$ cat src/cmdt_pkg.sv
// ----------------------------------------------------------------------------
// cube map texel addressing package
// shared widths, constants and the cordic angle table function
// ----------------------------------------------------------------------------
package cmdt_pkg;

   localparam int ANG_W        = 26;
   localparam int VEC_W        = 20;   // q2.16 plus headroom
   localparam int CORDIC_STEPS = 16;
   localparam int FACE_W       = 3;
   localparam int IDX_W        = 11;
   localparam int SIZE_W       = 13;   // holds sizes up to 4096
   localparam int DIV_W        = 34;   // numerator width

   localparam int FACE_WIDTH_DEF  = 2048;
   localparam int FACE_HEIGHT_DEF = 2048;

   localparam logic signed [ANG_W-1:0] TURN_Q16         = 26'sd23592960;
   localparam logic signed [ANG_W+1:0] HALF_TURN_Q16    = 28'sd11796480;
   localparam logic signed [ANG_W+1:0] QUARTER_TURN_Q16 = 28'sd5898240;
   localparam logic signed [VEC_W-1:0] CORDIC_GAIN_Q16  = 20'sd39797;

   typedef enum logic [FACE_W-1:0] {
      FACE_POS_Z = 3'd0,
      FACE_NEG_Z = 3'd1,
      FACE_NEG_X = 3'd2,
      FACE_POS_X = 3'd3,
      FACE_NEG_Y = 3'd4,
      FACE_POS_Y = 3'd5
   } face_type;

   // rotation state handed from cell to cell
   typedef struct packed {
      logic signed [VEC_W-1:0] x;
      logic signed [VEC_W-1:0] y;
      logic signed [ANG_W+1:0] z;
      logic                    flip;
   } rot_type;

   function automatic logic signed [ANG_W+1:0] atan_q16(input int i);
      case (i)
         0:       atan_q16 = 28'sd2949120;
         1:       atan_q16 = 28'sd1740967;
         2:       atan_q16 = 28'sd919879;
         3:       atan_q16 = 28'sd466945;
         4:       atan_q16 = 28'sd234379;
         5:       atan_q16 = 28'sd117304;
         6:       atan_q16 = 28'sd58666;
         7:       atan_q16 = 28'sd29335;
         8:       atan_q16 = 28'sd14668;
         9:       atan_q16 = 28'sd7334;
         10:      atan_q16 = 28'sd3667;
         11:      atan_q16 = 28'sd1833;
         12:      atan_q16 = 28'sd917;
         13:      atan_q16 = 28'sd458;
         14:      atan_q16 = 28'sd229;
         15:      atan_q16 = 28'sd115;
         default: atan_q16 = '0;
      endcase
   endfunction

endpackage

$ cat src/cmdt_rot_cell.sv
// ----------------------------------------------------------------------------
// cordic rotation cell
// one micro-rotation for a cosine/sine pair, registered, held while stalled
// ----------------------------------------------------------------------------
module cmdt_rot_cell #(
   parameter int STEP = 0
) (
   input  logic                clock,
   input  logic                enable,
   input  cmdt_pkg::rot_type   rot_in,
   output cmdt_pkg::rot_type   rot_out
);

   cmdt_pkg::rot_type rot_ff, rot_in_d;
   logic signed [cmdt_pkg::VEC_W-1:0] dx, dy;

   always_comb begin
      dx = rot_in.y >>> STEP;
      dy = rot_in.x >>> STEP;
      rot_in_d = rot_in;
      if (!rot_in.z[cmdt_pkg::ANG_W+1]) begin
         rot_in_d.x = rot_in.x - dx;
         rot_in_d.y = rot_in.y + dy;
         rot_in_d.z = rot_in.z - cmdt_pkg::atan_q16(STEP);
      end else begin
         rot_in_d.x = rot_in.x + dx;
         rot_in_d.y = rot_in.y - dy;
         rot_in_d.z = rot_in.z + cmdt_pkg::atan_q16(STEP);
      end
   end

   always_ff @(posedge clock) begin
      if (enable) begin
         rot_ff <= rot_in_d;
      end
   end

   assign rot_out = rot_ff;

endmodule

$ cat config.mk
export PLATFORM = sky130hd
export DESIGN_NAME = cmdt_rot_cell
export DESIGN_NICKNAME = d
export VERILOG_FILES = /design/src/cmdt_pkg.sv /design/src/cmdt_rot_cell.sv
export SDC_FILE = /design/constraint.sdc
export NUM_CORES = 1
export LEC_CHECK = 0
export BUFFER_PORTS_ARGS = -buffer_cell sky130_fd_sc_hd__buf_2
export CORE_ASPECT_RATIO = 1.4
export CORE_MARGIN = 4
export CORE_UTILIZATION = 35
export DETAILED_ROUTE_END_ITERATION = 8
export GPL_TIMING_DRIVEN = 0
export PLACE_DENSITY = 0.64
export SLEW_MARGIN = 20
export SYNTH_ARGS = -nofsm -noshare
export SYNTH_HDL_FRONTEND = slang
export SYNTH_SLANG_ARGS = --single-unit
$ cat constraint.sdc
create_clock -name clock -period 8 [get_ports clock]
set_clock_uncertainty 0.05 [all_clocks]
set_input_delay 0 -clock clock [delete_from_list [all_inputs] [get_ports clock]]
set_output_delay 0 -clock clock [all_outputs]
set_load 0.02 [all_outputs]
==> results.cfg, run 1 <==
[grt]
track_usage_pct = 16.5
grt_max_degree = 40
overflow = 0
grt_pass1_wl_um = 24600
grt_pass1_vias = 5006
antenna_found_initial = 0

[die]
io_pins = 140
dieArea_um2 = 18400
die_y_um = 159
core_area_um2 = 16100
initial_utilization_pct = 35.4
die_w_um = 116
num_rows = 55

[yosys]
netlist_instances = 587
syn_avg_cell_area_um2 = 9.72
synth_edf_count = 68
yosysSeqAreaShare_pct = 35.8
async_flop_share_pct = 0
ys_warn_count = 0
synth_fp_nets = 729
synth_cell_types = 73
synth_ff_type = edfxtp_1
syn-cell-area_um2 = 5710
synth-seq-cells = 68

[routing]
vias = 5079
remaining_drc_errors = 0
dr_wl_met3_um = 1030
ant_nets = 0
drtIter0Drc = 473
drt_pre_antenna_iters = 5
met1_length_um = 6240
drt-total-wl_um = 15600
top_layer = met4
wl_per_cell_um = 16.2
post_drt_via_cell_ratio = 5.29
met2_wirelength_um = 7690

[worst_setup_path]
crit_path_start_kind = input pin
slowest_stage = fa_1
required_ps = 8020
slowest_delay_ps = 450
worst_ep_arrival_time_ps = 3330
critPathKind = input pin to register
path_max_fanout = 17
endpoint_kind = register
crit_chain = buf_2 -> clkbuf_1 -> inv_1 -> clkbuf_1 -> buf_2 -> fa_1 -> a21o_1 -> a21oi_1 -> o21ai_1 -> a2111o_1 -> a31o_2 -> a21oi_1 -> xnor2_1

[timing]
rsz0062_at_grt = false
fmax_ghz = 0.303
slew_viol_final = 0
hold_violations = 0
min_period_ps = 3310
post-route-period-util_pct = 41.3
setup_violations = 0
worst_pin_slew_ps = 724
setup_tns_ps = 0
timing.slew.headroom_pct = 51.8

[clock_network]
cts_tree = yes
cts_setup_buffers = 0
cts_buffers = 9
clock-sinks = 68
cts_resized = 0
clk_pin_slew_ps = 60
clockBufferDepth = 2
cts_htree_levels = 3
root_buffer = clkbuf_16

[final_layout]
nFillCells = 1583
drive_gt1_share_pct = 24.8
largest_reg_flops = 68
syn_to_final_growth_pct = 25.5
diodes = 0
nNetsFinal = 899
design_area_um2 = 7170

[flow_run]
maxCapViolations = 0

[power]
power_density_nw_per_um2 = 183
leakagePower_nw = 3.21
max-vdd-ir-drop_mv = 0.157

[min_path]
hold_class = input pin to register

[placed_design]
dpl_cell_area_um2 = 6680
dp_hpwl_um = 12600
gp_congestion = 0.901
portBuffers = 139

[run_status]
status = finished clean
[worst max-delay path, delay by kind of cell]
kind	cells	cell delay, ps
compound gates	6	1360
fa+ha+maj	1	450
xor+xnor	1	70
buf+inv	5	1440
[area by class of cell]
type                    count  area, um^2  share of cell area, %
clock buffers               9         225                   3.14
clock inverters             7        75.1                   1.05
well taps                 199         249                   3.47
flip-flops and latches     68        2040                   28.5
inverters                  63         236                   3.30
multi-input cells         433        3310                   46.2
plain buffers              23         118                   1.64
repair buffers            159         908                   12.7
[metrics by stage]
stage	utilization, %	std cells	power, mW	hold slack (ps)	setup WS, ps
2_1_floorplan	-	587	0.778	48.9	5150
3_3_place_gp	41.3	925	0.918	127	4330
3_5_place_dp	41.5	926	0.924	129	4360
4_1_cts	44.5	961	1.33	25.8	4710
5_1_grt	44.5	961	1.39	52.5	4540
6_report	44.5	961	1.31	40.8	4690
[layout by cell type, fill, tap and decap left out, drive strengths merged, types with 10 or more instances in the layout]
cell         count
nor2b           10
mux2i           11
nor3            13
dlygate4sd3     19
clkbuf          15
buf            157
a21o            12
xnor2           37
inv             65
nor2            33
ha              67
o21ai           41
nand2           17
edfxtp          68
a21oi           60
[final timing paths]
path     endpoint        from  cells after the start  slack [ps]
min   rot_out[49]  rot_in[49]                      3          40
max   rot_out[27]  rot_in[28]                     13        4690
[cells in the mapped netlist, types with 3 or more instances]
cell,n,area [um^2]
buf_2,7,35.0
a21oi_1,59,295
o31ai_1,8,60.1
o21bai_1,9,67.6
fa_1,4,80.1
nand2_1,17,63.8
clkbuf_1,6,22.5
xor2_1,8,70.1
o21ai_1,5,25.0
o22ai_1,5,31.3
o211ai_1,4,30.0
o31a_1,5,43.8
ha_1,67,838
nor4_1,3,18.8
inv_2,3,11.3
o211a_1,3,30.0
xnor2_1,37,324
or2_2,4,25.0
nor2b_1,10,62.6
or3_1,5,31.3
a211oi_1,3,22.5
o21a_1,6,45.0
edfxtp_1,68,2040
inv_1,60,225
a221o_1,3,30.0
o21ai_0,36,180
and3_1,8,50.1
buf_4,4,30.0
nand2b_1,9,56.3
a21o_1,11,82.6
mux2i_1,11,110
nor3_1,12,60.1
buf_1,5,18.8
nor2_1,33,124
[logic make-up after synthesis]
group / after synthesis / share of synthesized area (%)
adder cells (fa/ha/maj): 71 / 16.1
AO/OA/AOI/OAI: 189 / 22.0
multiplexers: 11 / 1.93
AND/OR/NAND/NOR: 117 / 11.1
XOR/XNOR: 45 / 6.90
buffers and inverters: 86 / 6.20
flip-flops: 68 / 35.8
[metal layers]
metal  global-route usage, %  vias to the layer above
li1                        -                     2464
met1                    19.8                     2325
met2                    28.6                      244
met3                    2.47                       46
met4                    7.55                        0
met5                       0                        -
[power breakdown]
| group | total, mW | switching, mW | internal, mW | leakage [nW] |
|---|---|---|---|---|
| sequential | 0.471 | 0.0107 | 0.460 | 0.666 |
| clock | 0.388 | 0.146 | 0.242 | 0.138 |
| combinational | 0.455 | 0.281 | 0.174 | 2.40 |
[what timing repair did]
action | CTS | global route
hold buffers | 19 | 0
endpoints found under the setup margin | 0 | 0
endpoints found under the hold margin | 19 | 0
No activity file was read; power rests on OpenSTA's default activity.
==> run 2, diff against run 1 <==
--- a/config.mk
+++ b/config.mk
@@ -5,13 +5,14 @@
 export SDC_FILE = /design/constraint.sdc
 export NUM_CORES = 1
 export LEC_CHECK = 0
+export ABC_AREA = 1
 export BUFFER_PORTS_ARGS = -buffer_cell sky130_fd_sc_hd__buf_2
 export CORE_ASPECT_RATIO = 1.4
 export CORE_MARGIN = 4
 export CORE_UTILIZATION = 35
 export DETAILED_ROUTE_END_ITERATION = 8
 export GPL_TIMING_DRIVEN = 0
-export PLACE_DENSITY = 0.64
+export PLACE_DENSITY = 0.65
 export SLEW_MARGIN = 20
 export SYNTH_ARGS = -nofsm -noshare
 export SYNTH_HDL_FRONTEND = slang
==> constraint.sdc (replaced) <==
create_clock -name clock -period 2.9 [get_ports clock]
set_clock_uncertainty 0.05 [all_clocks]
set_input_delay 0 -clock clock [delete_from_list [all_inputs] [get_ports clock]]
set_output_delay 0 -clock clock [all_outputs]
set_load 0.02 [all_outputs]
==> run 2 against run 1 <==
Compared with the run above:
- global-route usage up 1.1 points
- first-iteration DRC count fell by 28%
- die area rose by 13%
- synthesized area grew 14%
- final cell count up 35%
- count of clock-buffer cells in the layout grew 1
- total power rose to 2.7 times the previous value
==> results.cfg, run 2 <==
[min_path]
hold_class = input pin to register
hold_start = rot_in[49]
hold_path_depth = 3
holdPathEnd = rot_out[49]

[worst_setup_path]
endpoint_kind = register
worst_ep_arrival_time_ps = 2230
required_ps = 2910
critPathKind = input pin to register
path_max_fanout = 17
crit_path_start_kind = input pin

[placed_design]
gp_congestion = 0.945
place_inst = 1263
dp_hpwl_um = 15600
portBuffers = 139
dpl_cell_area_um2 = 7510

[power]
internal-power_mw = 2.28
pwr-share-clk_pct = 26.2
switching_share_pct = 36.2
leakagePower_nw = 4.05
comb_power_share_pct = 38.2
seqPwrFrac_pct = 35.6
power_density_nw_per_um2 = 449
max-vdd-ir-drop_mv = 0.262
switchingPower_mw = 1.29

[clock_network]
cts_setup_buffers = 0
cts_htree_levels = 3
clk_pin_slew_ps = 50
clock-sinks = 68
clockBufferDepth = 2
cts_tree = yes
cts_buffers = 9
root_buffer = clkbuf_16

[final_layout]
largest_reg_flops = 68
nNetsFinal = 1195
diodes = 0
syn_to_final_growth_pct = 22.2
design_area_um2 = 7960
nFillCells = 1891
layout_commonest_cell = nand2_1
drive_gt1_share_pct = 21.9
fin_cells = 1297
final_cell_mix = nand2_1, buf_2, inv_1
register_area_um2 = 2040
multi_input_area_um2 = 3790
final_util_pct = 43.9

[yosys]
synth_edf_count = 68
ys_warn_count = 0
synth_ff_type = edfxtp_1
syn_avg_cell_area_um2 = 7.36
synth_common_cells = nand2_1, inv_1, nand3_1, edfxtp_1, ha_1
synth_fp_nets = 1026
syn-cell-area_um2 = 6510
async_flop_share_pct = 0
netlist_instances = 884
post-synth-top-count-cell = nand2_1
synth_cell_types = 36
synthTopCellsByArea = edfxtp_1, nand2_1, ha_1
yosysSeqAreaShare_pct = 31.4
synth_top_area_share_pct = 31.4
synth-seq-cells = 68
synthDominantAreaCellType = edfxtp_1

[timing]
setup_tns_ps = 0
timing.slew.headroom_pct = 44.6
slew_viol_final = 0
worst_pin_slew_ps = 830
fmax_ghz = 0.450
post-route-period-util_pct = 76.6
setup_violations = 0
hold_violations = 0
rsz0062_at_grt = false
min_period_ps = 2220

[routing]
wl_per_cell_um = 14.4
drt_pre_antenna_iters = 5
remaining_drc_errors = 0
drtIter0Drc = 341
ant_nets = 0
drt-total-wl_um = 18700
post_drt_via_cell_ratio = 4.82
vias = 6251

[grt]
overflow = 0
track_usage_pct = 17.7
grt_pass1_vias = 6134
antenna_found_initial = 0
grt_max_degree = 69
grt_pass1_wl_um = 29400

[die]
num_rows = 58
initial_utilization_pct = 35.9
die_y_um = 169
core_area_um2 = 18100
io_pins = 140
dieArea_um2 = 20900
die_w_um = 123

[run_status]
status = finished clean

[flow_run]
maxCapViolations = 0
==> run 2: changes by cell type after synthesis, sizes merged, moves of 10 or more <==
cell	delta
inv	+64
mux2i	-11
nand2	+259
nand3	+83
nor2	+34
nor2b	-10
xnor2	-33
xor2	+11
==> run 2: cell type report <==
type                            instances  share of cell area [%]
Multi-Input combinational cell        662                    47.7
Sequential cell                        68                    25.7
Timing Repair Buffer                  158                    11.2
Inverter                              129                    6.09
Tap cell                              240                    3.77
Clock buffer                           10                    2.88
Buffer                                 25                    2.36
Clock inverter                          5                   0.377
==> run 2: how the worst max path moves through the flow <==
stage | from | cells after the start | slack [ps] | end
after floorplan | rot_in[28] | 9 | 1020 | rot_out[24]
after global placement | rot_in[28] | 10 | 380 | rot_out[28]
after detailed placement | rot_in[28] | 10 | 340 | rot_out[28]
after CTS | rot_in[28] | 10 | 680 | rot_out[28]
after global routing | rot_in[28] | 10 | 400 | rot_out[28]
final | rot_in[28] | 10 | 680 | rot_out[28]
==> run 2: repair_timing <==
action	CTS	global route
hold buffers	19	0
resized for setup	0	0
endpoints found under the hold margin	19	0
==> run 2: cells by family (layout without fill, tap and decap cells) <==
group | count (synthesis) | count (layout) | share of synthesized area (%)
compound gates | 121 | 121 | 10.5
xor+xnor | 23 | 23 | 3.09
fa+ha+maj | 71 | 71 | 14.1
flops | 68 | 68 | 31.4
buf+inv | 154 | 327 | 10.3
simple gates | 447 | 447 | 30.6
==> run 2: metal layers <==
layer / part of all wire, % / routed length [um] / GRT usage [%]
met1: 40 / 7390 / 20.0
met3: 6.0 / 1120 / 1.93
met5: 0 / 0 / 0
met2: 51 / 9490 / 32.9
met4: 3.7 / 683 / 7.57
==> run 2: metrics by stage <==
| step | total power [mW] | worst slack, ps | hold WS [ps] |
|---|---|---|---|
| floorplan | 2.21 | 1020 | 48.9 |
| global placement | 2.61 | 377 | 127 |
| detailed placement | 2.63 | 338 | 128 |
| CTS | 3.60 | 676 | 47.2 |
| global route | 3.80 | 397 | 65.4 |
| finish | 3.57 | 679 | 56.9 |
==> run 2: power groups by stage <==
stage | sequential (mW) | combinational (mW) | clock (mW)
after floorplan | 1.46 | 0.743 | 0
after global placement | 1.29 | 1.32 | 0
after detailed placement | 1.29 | 1.34 | 0
after CTS | 1.27 | 1.36 | 0.962
after global routing | 1.29 | 1.51 | 0.998
final | 1.27 | 1.37 | 0.936
==> run 2: critical path, cell delays in order <==
cell and delay (ps):
buf_2 120, clkbuf_1 190, clkinv_1 320, buf_2 380, ha_1 420, nand2_1 80
o21ai_0 240, a21oi_1 100, o21bai_1 260, a21oi_1 100
