==> config.mk <==
export PLATFORM = sky130hd
export DESIGN_NAME = cmdt_div_cell
export DESIGN_NICKNAME = d
export VERILOG_FILES = /design/src/cmdt_pkg.sv /design/src/cmdt_div_cell.sv
export SDC_FILE = /design/constraint.sdc
export NUM_CORES = 1
export LEC_CHECK = 0
export BUFFER_PORTS_ARGS = -buffer_cell sky130_fd_sc_hd__buf_4
export CAP_MARGIN = 10
export CORE_MARGIN = 2
export CORE_UTILIZATION = 40
export CTS_CLUSTER_DIAMETER = 80
export DETAILED_ROUTE_END_ITERATION = 8
export PLACE_DENSITY = 0.66
export SLEW_MARGIN = 30
export SYNTH_ARGS = -nofsm -noshare
export SYNTH_HDL_FRONTEND = slang
export SYNTH_SLANG_ARGS = --single-unit
==> constraint.sdc <==
create_clock -name clock -period 6.86 [get_ports clock]
set_input_delay 0.343 -clock clock [delete_from_list [all_inputs] [get_ports clock]]
set_output_delay 0.343 -clock clock [all_outputs]
set_load 0.02 [all_outputs]
==> src/cmdt_pkg.sv <==
// ----------------------------------------------------------------------------
// cube map texel addressing package
// shared widths, constants and the cordic angle table function
// ----------------------------------------------------------------------------
package cmdt_pkg;

   localparam int ANG_W        = 26;
   localparam int VEC_W        = 20;   // q2.16 plus headroom
   localparam int CORDIC_STEPS = 16;
   localparam int FACE_W       = 3;
   localparam int IDX_W        = 11;
   localparam int SIZE_W       = 13;   // holds sizes up to 4096
   localparam int DIV_W        = 34;   // numerator width

   localparam int FACE_WIDTH_DEF  = 2048;
   localparam int FACE_HEIGHT_DEF = 2048;

   localparam logic signed [ANG_W-1:0] TURN_Q16         = 26'sd23592960;
   localparam logic signed [ANG_W+1:0] HALF_TURN_Q16    = 28'sd11796480;
   localparam logic signed [ANG_W+1:0] QUARTER_TURN_Q16 = 28'sd5898240;
   localparam logic signed [VEC_W-1:0] CORDIC_GAIN_Q16  = 20'sd39797;

   typedef enum logic [FACE_W-1:0] {
      FACE_POS_Z = 3'd0,
      FACE_NEG_Z = 3'd1,
      FACE_NEG_X = 3'd2,
      FACE_POS_X = 3'd3,
      FACE_NEG_Y = 3'd4,
      FACE_POS_Y = 3'd5
   } face_type;

   // rotation state handed from cell to cell
   typedef struct packed {
      logic signed [VEC_W-1:0] x;
      logic signed [VEC_W-1:0] y;
      logic signed [ANG_W+1:0] z;
      logic                    flip;
   } rot_type;

   function automatic logic signed [ANG_W+1:0] atan_q16(input int i);
      case (i)
         0:       atan_q16 = 28'sd2949120;
         1:       atan_q16 = 28'sd1740967;
         2:       atan_q16 = 28'sd919879;
         3:       atan_q16 = 28'sd466945;
         4:       atan_q16 = 28'sd234379;
         5:       atan_q16 = 28'sd117304;
         6:       atan_q16 = 28'sd58666;
         7:       atan_q16 = 28'sd29335;
         8:       atan_q16 = 28'sd14668;
         9:       atan_q16 = 28'sd7334;
         10:      atan_q16 = 28'sd3667;
         11:      atan_q16 = 28'sd1833;
         12:      atan_q16 = 28'sd917;
         13:      atan_q16 = 28'sd458;
         14:      atan_q16 = 28'sd229;
         15:      atan_q16 = 28'sd115;
         default: atan_q16 = '0;
      endcase
   endfunction

endpackage

==> src/cmdt_div_cell.sv <==
// ----------------------------------------------------------------------------
// restoring divider cell
// produces one quotient bit per stage for both texel indices
// ----------------------------------------------------------------------------
module cmdt_div_cell #(
   parameter int BIT = 0
) (
   input  logic                          clock,
   input  logic [cmdt_pkg::DIV_W-1:0]    rem_c_in,
   input  logic [cmdt_pkg::DIV_W-1:0]    rem_r_in,
   input  logic [cmdt_pkg::SIZE_W-1:0]   q_c_in,
   input  logic [cmdt_pkg::SIZE_W-1:0]   q_r_in,
   input  logic [cmdt_pkg::VEC_W:0]      den_in,
   input  logic [cmdt_pkg::FACE_W-1:0]   face_in,
   output logic [cmdt_pkg::DIV_W-1:0]    rem_c_out,
   output logic [cmdt_pkg::DIV_W-1:0]    rem_r_out,
   output logic [cmdt_pkg::SIZE_W-1:0]   q_c_out,
   output logic [cmdt_pkg::SIZE_W-1:0]   q_r_out,
   output logic [cmdt_pkg::VEC_W:0]      den_out,
   output logic [cmdt_pkg::FACE_W-1:0]   face_out
);
   localparam int DW = cmdt_pkg::DIV_W;

   logic [DW-1:0] rc_ff, rr_ff, rc_in, rr_in, shd;
   logic [cmdt_pkg::SIZE_W-1:0] qc_ff, qr_ff, qc_in, qr_in;
   logic [cmdt_pkg::VEC_W:0] den_ff;
   logic [cmdt_pkg::FACE_W-1:0] face_ff;

   // divisor shifted to this bit; no overflow since quotient fits SIZE_W
   assign shd = DW'(den_in) << BIT;

   always_comb begin
      rc_in = rem_c_in;
      rr_in = rem_r_in;
      qc_in = q_c_in;
      qr_in = q_r_in;
      if ((rem_c_in >> BIT) >= DW'(den_in)) begin
         rc_in = rem_c_in - shd;
         qc_in[BIT] = 1'b1;
      end
      if ((rem_r_in >> BIT) >= DW'(den_in)) begin
         rr_in = rem_r_in - shd;
         qr_in[BIT] = 1'b1;
      end
   end

   always_ff @(posedge clock) begin
      rc_ff   <= rc_in;
      rr_ff   <= rr_in;
      qc_ff   <= qc_in;
      qr_ff   <= qr_in;
      den_ff  <= den_in;
      face_ff <= face_in;
   end

   assign rem_c_out = rc_ff;
   assign rem_r_out = rr_ff;
   assign q_c_out   = qc_ff;
   assign q_r_out   = qr_ff;
   assign den_out   = den_ff;
   assign face_out  = face_ff;

endmodule

==> reports/metrics.csv, run 1 <==
stage,metric,value,unit
flow_run,max-cap viol count,0,
synthesis,Post-Syn Instances,635,
placed_design,RD Place Congestion,0.880,
final_layout,ANT cells,0,
final_layout,fill count,1268,
detailed_routing,drc violations,0,
clock_network,Worst-path clk slew,50,ps
global_routing,GRT Total Usage,21.9,%
clock_network,hold buffers post-CTS,0,
setup_path,Worst Setup Start Kind,input pin,
sta,measured slew at the worst slew-check pin,828,ps
synthesis,mux cell area share after synthesis,0.369,%
sta,"Slew Viols, Final",0,
global_routing,vias in the first global route,5436,
clock_network,clock root buffer,clkbuf_16,
sta,Worst slew margin,44.8,%
clock_network,CTS tree,built,
synthesis,sequential element share of the synthesized area,41.0,%
setup_path,Crit Path Category,input pin to flip-flop,
synthesis,ys async rst share,0,%
global_routing,pin count of the biggest net entering global routing,39,
sta,RSZ-0062 raised after global routing,no,
setup_path,Critical Path AT,3390,ps
detailed_routing,DR WL/cell,15.8,um
sta,final hold viol count,0,
sta,Max Fclk,0.322,GHz
setup_path,"CP delay by family, top",simple AND/OR/NAND/NOR gates,
clock_network,# Post-CTS Setup Buffers,0,
detailed_routing,DR iter-0 viols,309,
final_layout,"commonest non-fill, non-tap cell in the layout",buf_4,
floorplan,die area,15400,um^2
final_layout,layout cell share with drive strength beyond 1,31.5,%
synthesis,"EDFF count, synth",0,
synthesis,synthesized area,5760,um^2
sta,fin worst setup slack,3760,ps
placed_design,hpwl dp,13.7,mm
clock_network,Clock Sinks,118,
synthesis,syn nets,798,
power,Cell Pwr Density,270,nW/um^2
clock_network,clock tree buffer depth,2,
setup_path,slowest CP cell,and2_1,
floorplan,Die Wd,124,um
synthesis,top_reg_cell synth,dfxtp_1,
placed_design,Cells after DPL,1040,
final_layout,final std cells w/o fill,1072,
final_layout,Area Growth Syn to Fin,44.3,%
setup_path,most used cell along the critical path,inv_1,
synthesis,post-synthesis cell type count,60,
setup_path,"Req. time, crit path",7150,ps
sta,final hold slack,25.8,ps
sta,fin crit period,3100,ps
worst_hold_path,Hold Path Class,input pin to flip-flop,
sta,count of final setup violators,0,
global_routing,antenna violations before repair,0,
synthesis,Compound-Gate Fraction of Synth Area,19.5,%
clock_network,Max H-tree Level,4,
floorplan,I/O pins,237,
global_routing,first-pass GRT wire length,26.0,mm
detailed_routing,Detailed Route WL,17.0,mm
floorplan,Initial Util,41.2,%
floorplan,Die H,124,um
synthesis,Simple-Gate Fraction of Synth Area,17.8,%
synthesis,Mean Syn Cell Area,9.07,um^2
power,"Power, Total",2.24,mW
synthesis,Adder-Cell Fraction of Synth Area,9.82,%
setup_path,worst stage delay on the critical path,690,ps
clock_network,Resize count post-CTS,0,
run_status,status,completed,
placed_design,Setup Slack @ Placement,3380,ps
floorplan,floorplan row count,43,
detailed_routing,Post-DRT Antenna Nets,0,
global_routing,total grt overflow,0,
final_layout,fin nets,1042,
placed_design,port bufs,236,
setup_path,CP max FO,22,
floorplan,core area,14000,um^2
synthesis,fraction of synthesized cell area in xor and xnor cells,8.52,%
final_layout,most frequent cells in the layout,"237 x buf_4, 118 x dfxtp_1, 59 x nand2_1",
detailed_routing,Via density,5.18,
synthesis,combinational family with the most area after synthesis,compound AO/OA/AOI/OAI gates,
setup_path,critical path endpoint category,flip-flop,
power,Static Leak,3.84,nW
power,Max VDD drop,168,uV
synthesis,Yosys reg bits,118,
setup_path,critical path cell sequence,buf_4 > inv_1 > ha_1 > inv_1 > fa_1 > a21oi_1 > o21bai_1 > a221oi_1 > o21ai_0 > nand3_1 > and2_1 > nor4b_1 > xor2_1,
clock_network,CTS buffer count,17,
detailed_routing,drt pass-1 iters,5,
setup_path,worst path bufs/invs,3,
synthesis,Yosys warnings,0,
detailed_routing,Vias,5548,
sta,post-route clock period utilization,45.2,%
sta,Setup TNS Final,0,ps
## sequential cells by signal, summed over array words and instances (netlist names)
register / count
den_out: 21
face_out: 3
rem_c_out: 34
rem_r_out: 34
q_c_out: 13
q_r_out: 13
## synthesized netlist by cell type, types with 2 or more instances
master / n / area share (%)
a211o_1: 4 / 0.61
a211oi_1: 7 / 0.91
a21o_1: 23 / 3.0
a21oi_1: 49 / 4.3
a221oi_1: 3 / 0.46
a31o_2: 3 / 0.46
a31oi_1: 3 / 0.33
and2_1: 3 / 0.33
and3_1: 8 / 0.87
and4_1: 3 / 0.46
buf_2: 4 / 0.35
clkbuf_1: 8 / 0.52
dfxtp_1: 118 / 41
fa_1: 2 / 0.70
ha_1: 42 / 9.1
inv_1: 32 / 2.1
nand2_1: 60 / 3.9
nand2b_1: 8 / 0.87
nand3_1: 15 / 1.3
nand3b_1: 2 / 0.26
nand4_1: 6 / 0.65
nand4b_1: 3 / 0.46
nor2_1: 33 / 2.2
nor2b_1: 5 / 0.54
nor3_1: 17 / 1.5
nor4_1: 7 / 0.76
nor4b_1: 2 / 0.30
o2111ai_1: 3 / 0.46
o211ai_1: 6 / 0.78
o21a_1: 5 / 0.65
o21ai_0: 45 / 3.9
o21bai_1: 3 / 0.39
o31ai_1: 8 / 1.0
or2_2: 2 / 0.22
or3_1: 12 / 1.3
or4_1: 3 / 0.39
xnor2_1: 32 / 4.9
xor2_1: 24 / 3.7
## cell families after synthesis
group	Yosys count
xor+xnor	56
compound gates	173
fa+ha+maj	44
flops	118
mux	2
buf+inv	44
simple gates	198
## where the power goes
part | switching, mW | total (mW) | leakage, nW | internal (mW)
Combinational | 0.314 | 0.566 | 2.57 | 0.253
Sequential | 0.0226 | 0.790 | 0.995 | 0.767
Clock | 0.314 | 0.883 | 0.284 | 0.570
Total | 0.650 | 2.24 | 3.84 | 1.59
## worst paths after layout
kind                        start             to  slack, ps  depth (start not counted)
worst max-delay path  rem_r_in[0]  rem_r_out[23]       3760                         13
worst min-delay path    q_c_in[3]     q_c_out[3]         30                          1
## cell type report
| class | instances | area (um^2) | area share [%] |
|---|---|---|---|
| multi-input cells | 473 | 3230 | 38.9 |
| clock buffers | 20 | 437 | 5.26 |
| flip-flops and latches | 118 | 2360 | 28.4 |
| well taps | 180 | 225 | 2.71 |
| inverters | 32 | 120 | 1.45 |
| repair buffers | 237 | 1780 | 21.4 |
| clock inverters | 12 | 155 | 1.87 |
## metrics by stage
step | utilization (%) | instance area, um^2
after detailed placement | 55.1 | 7710
after CTS | 59.4 | 8300
after floorplan | - | 5760
after global routing | 59.4 | 8310
after global placement | 55.1 | 7710
final | 59.4 | 8310
## per-layer routing
layer / vias to the layer above / share of wire [%] / GRT usage [%]
met2: 177 / 50 / 37.7
met1: 2565 / 43 / 26.6
met5: - / 0 / 0
li1: 2777 / - / -
met4: 0 / 2.1 / 8.71
met3: 29 / 5.3 / 4.67
No activity file was read; power rests on OpenSTA's default activity.
==> run 2: changes to the inputs <==
- PLACE_DENSITY: 0.66 -> 0.69
- clock period: 6.86 -> 2.7 ns (I/O delays scaled with it)
==> run 2 against run 1 <==
  * Power grew to 2.7 times the previous value
  * Die area stayed put
  * Design area is 23% higher
  * Flip-flop and latch count stayed put
==> reports/metrics.csv, run 2 (synthesized netlist as in run 1, its figures left out) <==
stage,metric,value,unit
clock_network,Worst-path clk slew,60,ps
power,Static Leak,4.79,nW
floorplan,Die H,124,um
sta,final hold viol count,0,
worst_hold_path,Hold Path Class,input pin to flip-flop,
global_routing,pin count of the biggest net entering global routing,21,
setup_path,CP max FO,5,
flow_run,max-cap viol count,0,
run_status,status,completed,
power,Cell Pwr Density,592,nW/um^2
detailed_routing,drc violations,0,
clock_network,clock tree buffer depth,2,
sta,measured slew at the worst slew-check pin,422,ps
setup_path,Worst Setup Start Kind,input pin,
sta,Worst slew margin,71.5,%
sta,count of final setup violators,0,
placed_design,RD Place Congestion,0.890,
detailed_routing,Post-DRT Antenna Nets,0,
final_layout,layout cell share with drive strength beyond 1,35.1,%
floorplan,die area,15400,um^2
detailed_routing,DR iter-0 viols,352,
global_routing,antenna violations before repair,0,
sta,RSZ-0062 raised after global routing,yes,
global_routing,GRT Total Usage,25.6,%
placed_design,port bufs,236,
clock_network,CTS tree,built,
setup_path,Crit Path Category,input pin to flip-flop,
detailed_routing,drt pass-1 iters,5,
setup_path,critical path endpoint category,flip-flop,
clock_network,clock root buffer,clkbuf_16,
global_routing,vias in the first global route,6282,
sta,Setup TNS Final,0,ps
floorplan,I/O pins,237,
clock_network,CTS buffer count,17,
sta,Max Fclk,0.375,GHz
global_routing,total grt overflow,0,
sta,fin crit period,2660,ps
global_routing,first-pass GRT wire length,30.1,mm
setup_path,Critical Path AT,3010,ps
final_layout,Area Growth Syn to Fin,78.1,%
final_layout,most frequent cells in the layout,"321 x buf_4, 118 x dfxtp_1, 116 x dlygate4sd3_1",
detailed_routing,Detailed Route WL,20.6,mm
floorplan,Initial Util,41.2,%
placed_design,hpwl dp,14.2,mm
clock_network,Max H-tree Level,4,
detailed_routing,Vias,6415,
final_layout,fin nets,1244,
floorplan,Die Wd,124,um
detailed_routing,DR WL/cell,16.2,um
power,Max VDD drop,425,uV
floorplan,floorplan row count,43,
clock_network,Clock Sinks,118,
final_layout,"commonest non-fill, non-tap cell in the layout",buf_4,
detailed_routing,Via density,5.04,
floorplan,core area,14000,um^2
sta,final hold slack,36.0,ps
sta,post-route clock period utilization,98.7,%
sta,"Slew Viols, Final",0,
setup_path,"Req. time, crit path",3050,ps
-- run 2: critical path: stages --
cell and delay (ps):
dlygate4sd3_1 540, buf_4 120, inv_1 60, ha_1 310
nand2_2 110, nor3_4 220, nand2_2 110, o311ai_4 340
nor2_4 80, or4_4 530, a2111oi_4 300, xor2_1 160
-- run 2: final timing paths --
kind | from | endpoint | slack [ps] | cells past startpoint
max | den_in[17] | rem_c_out[27] | 40 | 12
min | rem_c_in[15] | rem_c_out[15] | 40 | 3
-- run 2: power breakdown --
group          internal [mW]  switching, mW  leakage, nW  total [mW]
Combinational          0.863          0.887         3.51        1.75
Sequential              1.95         0.0618        0.995        2.01
Clock                   1.47          0.840        0.283        2.31
-- run 2: metal layers --
| layer | vias to the layer above | track usage [%] | part of all wire [%] |
|---|---|---|---|
| met3 | 37 | 5.49 | 5.1 |
| li1 | 3181 | - | - |
| met4 | 0 | 10.7 | 2.3 |
| met5 | - | 0 | 0 |
| met1 | 2996 | 30.3 | 42 |
| met2 | 201 | 45.0 | 51 |
-- run 2: layout make-up --
| type | instances | area [um^2] |
|---|---|---|
| Fill cell | 1012 | 3730 |
| Timing Repair Buffer | 439 | 3610 |
| Multi-Input combinational cell | 473 | 3340 |
| Sequential cell | 118 | 2360 |
| Clock buffer | 20 | 447 |
| Tap cell | 180 | 225 |
| Clock inverter | 11 | 149 |
| Inverter | 32 | 120 |
| Antenna cell | 1 | 2.50 |
-- run 2: what timing repair did --
action / 4_1_cts / 5_1_grt
buffers inserted: 0 / 5
hold buffers: 116 / 0
setup endpoints to repair: 0 / 59
hold endpoints to repair: 116 / 0
resized for setup: 0 / 26
-- run 2: stage by stage --
step / power [mW] / cells / worst slack (ps) / util, % / area, um^2
2_1_floorplan: 2.84 / 635 / 115 / - / 5760
3_3_place_gp: 3.59 / 1121 / -44.4 / 59.7 / 8340
3_5_place_dp: 3.60 / 1121 / -101 / 59.7 / 8340
4_1_cts: 6.05 / 1268 / 2.59 / 72.2 / 10100
5_1_grt: 6.32 / 1273 / -75.9 / 73.3 / 10300
6_report: 6.07 / 1274 / 35.4 / 73.3 / 10300
